[src/rtl/unsharp_mask_separable_gaussian_defines.svh]
// assertion macros shared by the unsharp mask design
`ifndef UNSHARP_MASK_SEPARABLE_GAUSSIAN_DEFINES_SVH
`define UNSHARP_MASK_SEPARABLE_GAUSSIAN_DEFINES_SVH
`ifndef SYNTHESIS
`define USM_ASSERT_IMP(name, pre, post) \
	name: assert property (@(posedge clk) disable iff (!arst_n) (pre) |-> (post)) \
		else $error("usm check failed");
`define USM_ASSERT_NXT(name, pre, post) \
	name: assert property (@(posedge clk) disable iff (!arst_n) (pre) |=> (post)) \
		else $error("usm check failed");
`else
`define USM_ASSERT_IMP(name, pre, post)
`define USM_ASSERT_NXT(name, pre, post)
`endif
`endif

[src/rtl/usm_pkg.sv]
// shared types and constants of the unsharp mask design
package usm_pkg;
	localparam int PIX_W      = 8;
	localparam int SIZE_W     = 11;
	localparam int THR_W      = 8;
	localparam int GAIN_W     = 12;
	localparam int TAP_W      = 16;
	localparam int OUT_W      = 12;
	localparam int CFG_IDX_W  = 4;
	localparam int CFG_DATA_W = 16;
	localparam int ROW_W      = 12;
	localparam int MAX_TAPS   = 4;
	localparam int PAIR_W     = 9;
	localparam int VPROD_W    = 25;
	localparam int VSUM_W     = 27;
	localparam int HPAIR_W    = 28;
	localparam int HPROD_W    = 44;
	localparam int SMOOTH_W   = 46;
	localparam int DET_W      = 48;
	localparam int HALF_W     = 24;

	typedef logic [MAX_TAPS-1:0][TAP_W-1:0] tap_vec_t;

	typedef enum logic [CFG_IDX_W-1:0] {
		CFG_FRAME_WIDTH  = 4'd0,
		CFG_FRAME_HEIGHT = 4'd1,
		CFG_CORE_THR     = 4'd2,
		CFG_GAIN         = 4'd3,
		CFG_TAP_CENTER   = 4'd4,
		CFG_TAP_ONE      = 4'd5,
		CFG_TAP_TWO      = 4'd6,
		CFG_TAP_THREE    = 4'd7
	} cfg_reg_e;

	localparam logic [SIZE_W-1:0] SIZE_RST = 11'd1024;
	localparam logic [GAIN_W-1:0] GAIN_RST = 12'd256;
	localparam tap_vec_t TAP_RST = {16'd0, 16'd0, 16'd0, 16'hFFFF};

	typedef struct packed {
		logic valid;
		logic last;
	} usm_tag_t;
endpackage

[src/rtl/usm_col_cell.sv]
// window column cell: holds one pixel column and forms its symmetric row pairs
module usm_col_cell #(
	parameter int RADIUS = 3
) (
	input  logic                                        clk,
	input  logic                                        shift,
	input  logic                                        mask,
	input  logic [2*RADIUS:0][usm_pkg::PIX_W-1:0]       col_in,
	output logic [2*RADIUS:0][usm_pkg::PIX_W-1:0]       col_q,
	output logic [RADIUS:0][usm_pkg::PAIR_W-1:0]        pair_s2
);
	import usm_pkg::*;

	logic [RADIUS:0][PAIR_W-1:0] pair_c;

	always_comb begin
		pair_c[0] = PAIR_W'(col_in[RADIUS]);
		for (int d = 1; d <= RADIUS; d++) begin
			pair_c[d] = PAIR_W'(col_in[RADIUS-d]) + PAIR_W'(col_in[RADIUS+d]);
		end
	end

	always_ff @(posedge clk) begin
		if (shift) begin
			col_q   <= col_in;
			pair_s2 <= mask ? pair_c : '0;
		end
	end
endmodule

[config.mk]
export PLATFORM = sky130hd
export DESIGN_NAME = usm_col_cell
export DESIGN_NICKNAME = d
export VERILOG_FILES = /design/src/rtl/unsharp_mask_separable_gaussian_defines.svh /design/src/rtl/usm_pkg.sv /design/src/rtl/usm_col_cell.sv
export SDC_FILE = /design/constraint.sdc
export NUM_CORES = 1
export LEC_CHECK = 0
export BUFFER_PORTS_ARGS = -buffer_cell sky130_fd_sc_hd__buf_2
export CORE_MARGIN = 3
export CORE_UTILIZATION = 46
export CTS_CLUSTER_SIZE = 14
export DETAILED_ROUTE_END_ITERATION = 6
export PLACE_DENSITY = 0.82
export SLEW_MARGIN = 20
export SYNTH_ARGS = -nofsm -noshare
export SYNTH_HDL_FRONTEND = slang
export SYNTH_SLANG_ARGS = --single-unit
[constraint.sdc]
create_clock -name clk -period 4.6 [get_ports clk]
set_clock_uncertainty 0.2 [all_clocks]
set_input_delay 0.92 -clock clk [delete_from_list [all_inputs] [get_ports clk]]
set_output_delay 0.92 -clock clk [all_outputs]
set_load 0.01 [all_outputs]
==> results.ini <==
[outcome]
outcome=finished, final reports clean

[drt]
drtPass1Iterations=4
vias=2573
antenna_left=0
wl_per_cell_um=15.65
drt-initial-drc-count=68
viasPerCell=5.065
routed_wirelength_um=7948
drc=0

[synth]
netlist_instances=246
syn_nets=332
syn_area_per_cell_sq_um=15.80
synth_ff_type=edfxtp_1
ys_seq_area_share_pct=70.29
synth.top_cells.by_area=edfxtp_1 (70%), ha_1 (7.7%), and2_1 (2.1%)
synthArstFlopShare_pct=0
synth_cell_type_count=36
ys_seq_elements=91
synth_most_common_cell=edfxtp_1
ys_top_cells_by_count=edfxtp_1 (91), ha_1 (24), nor2_1 (17)
yosysTopAreaCell=edfxtp_1
syn_area_sq_um=3887
synth_top_area_share_pct=70.29
ys_warn_count=0
synth_edf_count=91

[critical_path]
required_ns=4.50
cp_common_cell=o31a_1
worst_path_largest_cell_delay_ns=0.41
worst-path-max-fanout=3
crit_path_start_kind=primary input
path_cells=buf_2 > ha_1 > fa_1 > a21oi_1 > o21ai_1 > o31a_1 > o31a_1
critical_path.endpoint_type=register
critical_path_class=in2reg
arrival_ns=2.53
cpMaxStageDelayCell=fa_1

[final_layout]
antenna_cells=0
final_nets=488
drive_above_1_share_pct=42.12
post_layout_nonfiller_instances=508
synthToLayoutAreaGrowth_pct=27.04
post-route-cell-area_sq_um=4938

[die]
fp.dieW_um=97.93
rows=32
initial_core_util_pct=48.79
dieArea_sq_um=9590
die_y_um=97.93
core_sq_um=7968
io_pins=151

[grt]
grt_pass1_wl_um=12800
grt-ovfl-total=0
grt_usage_pct=16.92
antenna_found_initial=0
grt_max_degree=92
grt_pass1_vias=2616

[sta]
rsz0062_at_grt=false
fmax_ghz=0.3799
min_period_over_period_pct=57.22
whs_ns=0.5480
relSlewSlack_pct=47.07
hold_violations=0
setup_viol=0
tightest_slew_ns=0.7939
slew_violations=0
setup_tns_ns=0
fin_crit_ns=2.632

[pwr]
vdd_drop_max_mv=0.1946
power.total_uw=1832
power_density_nw_per_um2=371.1
power_leakage_uw=0.002108

[clock_network]
cts_max_level=3
clkTransAtPathRegs_ns=0.10
cts_root_buf=clkbuf_8
post_cts_buffers=0
postCtsResizedCells=0
cts-hold-fix-buffers=0
clk_path_buf_depth=2
cts_tree=done
cts_buffers=9
clkSinkCount=91

[placed_design]
gp_congestion=0.8108
hpwl_um=6009
placed_area_sq_um=4745
dp_cells=493
port_buffers=149

[worst_hold_path]
min_from=col_in[24]
min_path_cells=1
hp-class=in2reg
holdPathEnd=col_q[24]$_DFFE_PP_

[run]
cap_violations=0

power by group:
part / internal (uW) / switching, uW
Clock: 249 / 275
Sequential: 995 / 15.7
Combinational: 128 / 170
Total: 1370 / 460
worst max-delay path, delay by kind of cell:
kind	cells	cell delay, ns
AOI/OAI and AO/OA	4	0.85
adders and majority gates	2	0.65
buffers and inverters	1	0.11
layout make-up:
cell class                      count  area [sq um]
Tap cell                          102         127.6
Sequential cell                    91          2733
Fill cell                         633          3029
Inverter                            8         30.03
Multi-Input combinational cell    143          1106
Timing Repair Buffer              149         752.0
Clock inverter                      6         66.31
Clock buffer                        9         123.9
metrics by stage:
| stage | setup WS [ns] | util (%) |
|---|---|---|
| final | 1.968 | 61.98 |
| after global placement | 1.636 | 59.55 |
| after floorplan | 1.848 | - |
| after CTS | 1.969 | 61.93 |
| after global routing | 1.870 | 61.98 |
| after detailed placement | 1.592 | 59.55 |
flip-flops by register name (all words and copies together), names as in the netlist:
name and cells:
pair_s2 35, col_q 56
per-layer routing:
layer | vias up | global-route usage (%) | wire [um]
met2 | 86 | 29.16 | 4173
met3 | 14 | 4.500 | 502
met1 | 1213 | 20.38 | 3104
li1 | 1260 | - | -
met4 | 0 | 6.283 | 167
met5 | - | 0 | 0
cell usage in the layout (no fill, tap or decap), types with 2 or more instances in the layout:
| master | Yosys | final |
|---|---|---|
| nor2_1 | 17 | 17 |
| o21ai_0 | 6 | 6 |
| mux2i_1 | 3 | 3 |
| o31a_1 | 5 | 5 |
| xnor2_1 | 4 | 4 |
| a21oi_1 | 5 | 5 |
| nor2b_1 | 2 | 2 |
| a31oi_2 | 2 | 2 |
| o21a_2 | 2 | 2 |
| clkinvlp_4 | 0 | 2 |
| nand3_1 | 2 | 2 |
| nand2b_1 | 4 | 4 |
| fa_1 | 3 | 3 |
| nand2_1 | 8 | 8 |
| o2111ai_1 | 2 | 2 |
| o21ai_1 | 5 | 5 |
| nor3b_1 | 2 | 2 |
| edfxtp_1 | 91 | 91 |
| a21o_1 | 6 | 6 |
| buf_2 | 0 | 148 |
| o21a_1 | 4 | 4 |
| a211o_1 | 2 | 2 |
| nor3_1 | 3 | 3 |
| nand2b_2 | 2 | 2 |
| clkbuf_8 | 0 | 9 |
| o21ba_1 | 2 | 2 |
| inv_1 | 7 | 7 |
| or3_1 | 2 | 2 |
| a211oi_1 | 9 | 9 |
| ha_1 | 24 | 24 |
| and2_1 | 13 | 13 |
kinds of logic after synthesis:
logic type,synth area share [%]
flip-flops,70.29
AND/OR/NAND/NOR,7.274
AO/OA/AOI/OAI,10.14
adder cells (fa/ha/maj),9.270
buffers and inverters,1.255
XOR/XNOR,0.9011
multiplexers,0.7725
other,0.09646
worst max-delay path by stage:
stage / cells past startpoint / startpoint / end
2_1_floorplan: 6 / col_in[16] / pair_s2[17]$_SDFFCE_PN0P_
3_3_place_gp: 7 / col_in[16] / pair_s2[17]$_SDFFCE_PN0P_
3_5_place_dp: 7 / col_in[16] / pair_s2[17]$_SDFFCE_PN0P_
4_1_cts: 7 / col_in[16] / pair_s2[17]$_SDFFCE_PN0P_
5_1_grt: 7 / col_in[16] / pair_s2[17]$_SDFFCE_PN0P_
6_report: 7 / col_in[16] / pair_s2[17]$_SDFFCE_PN0P_
No activity file was read; power rests on OpenSTA's default activity.
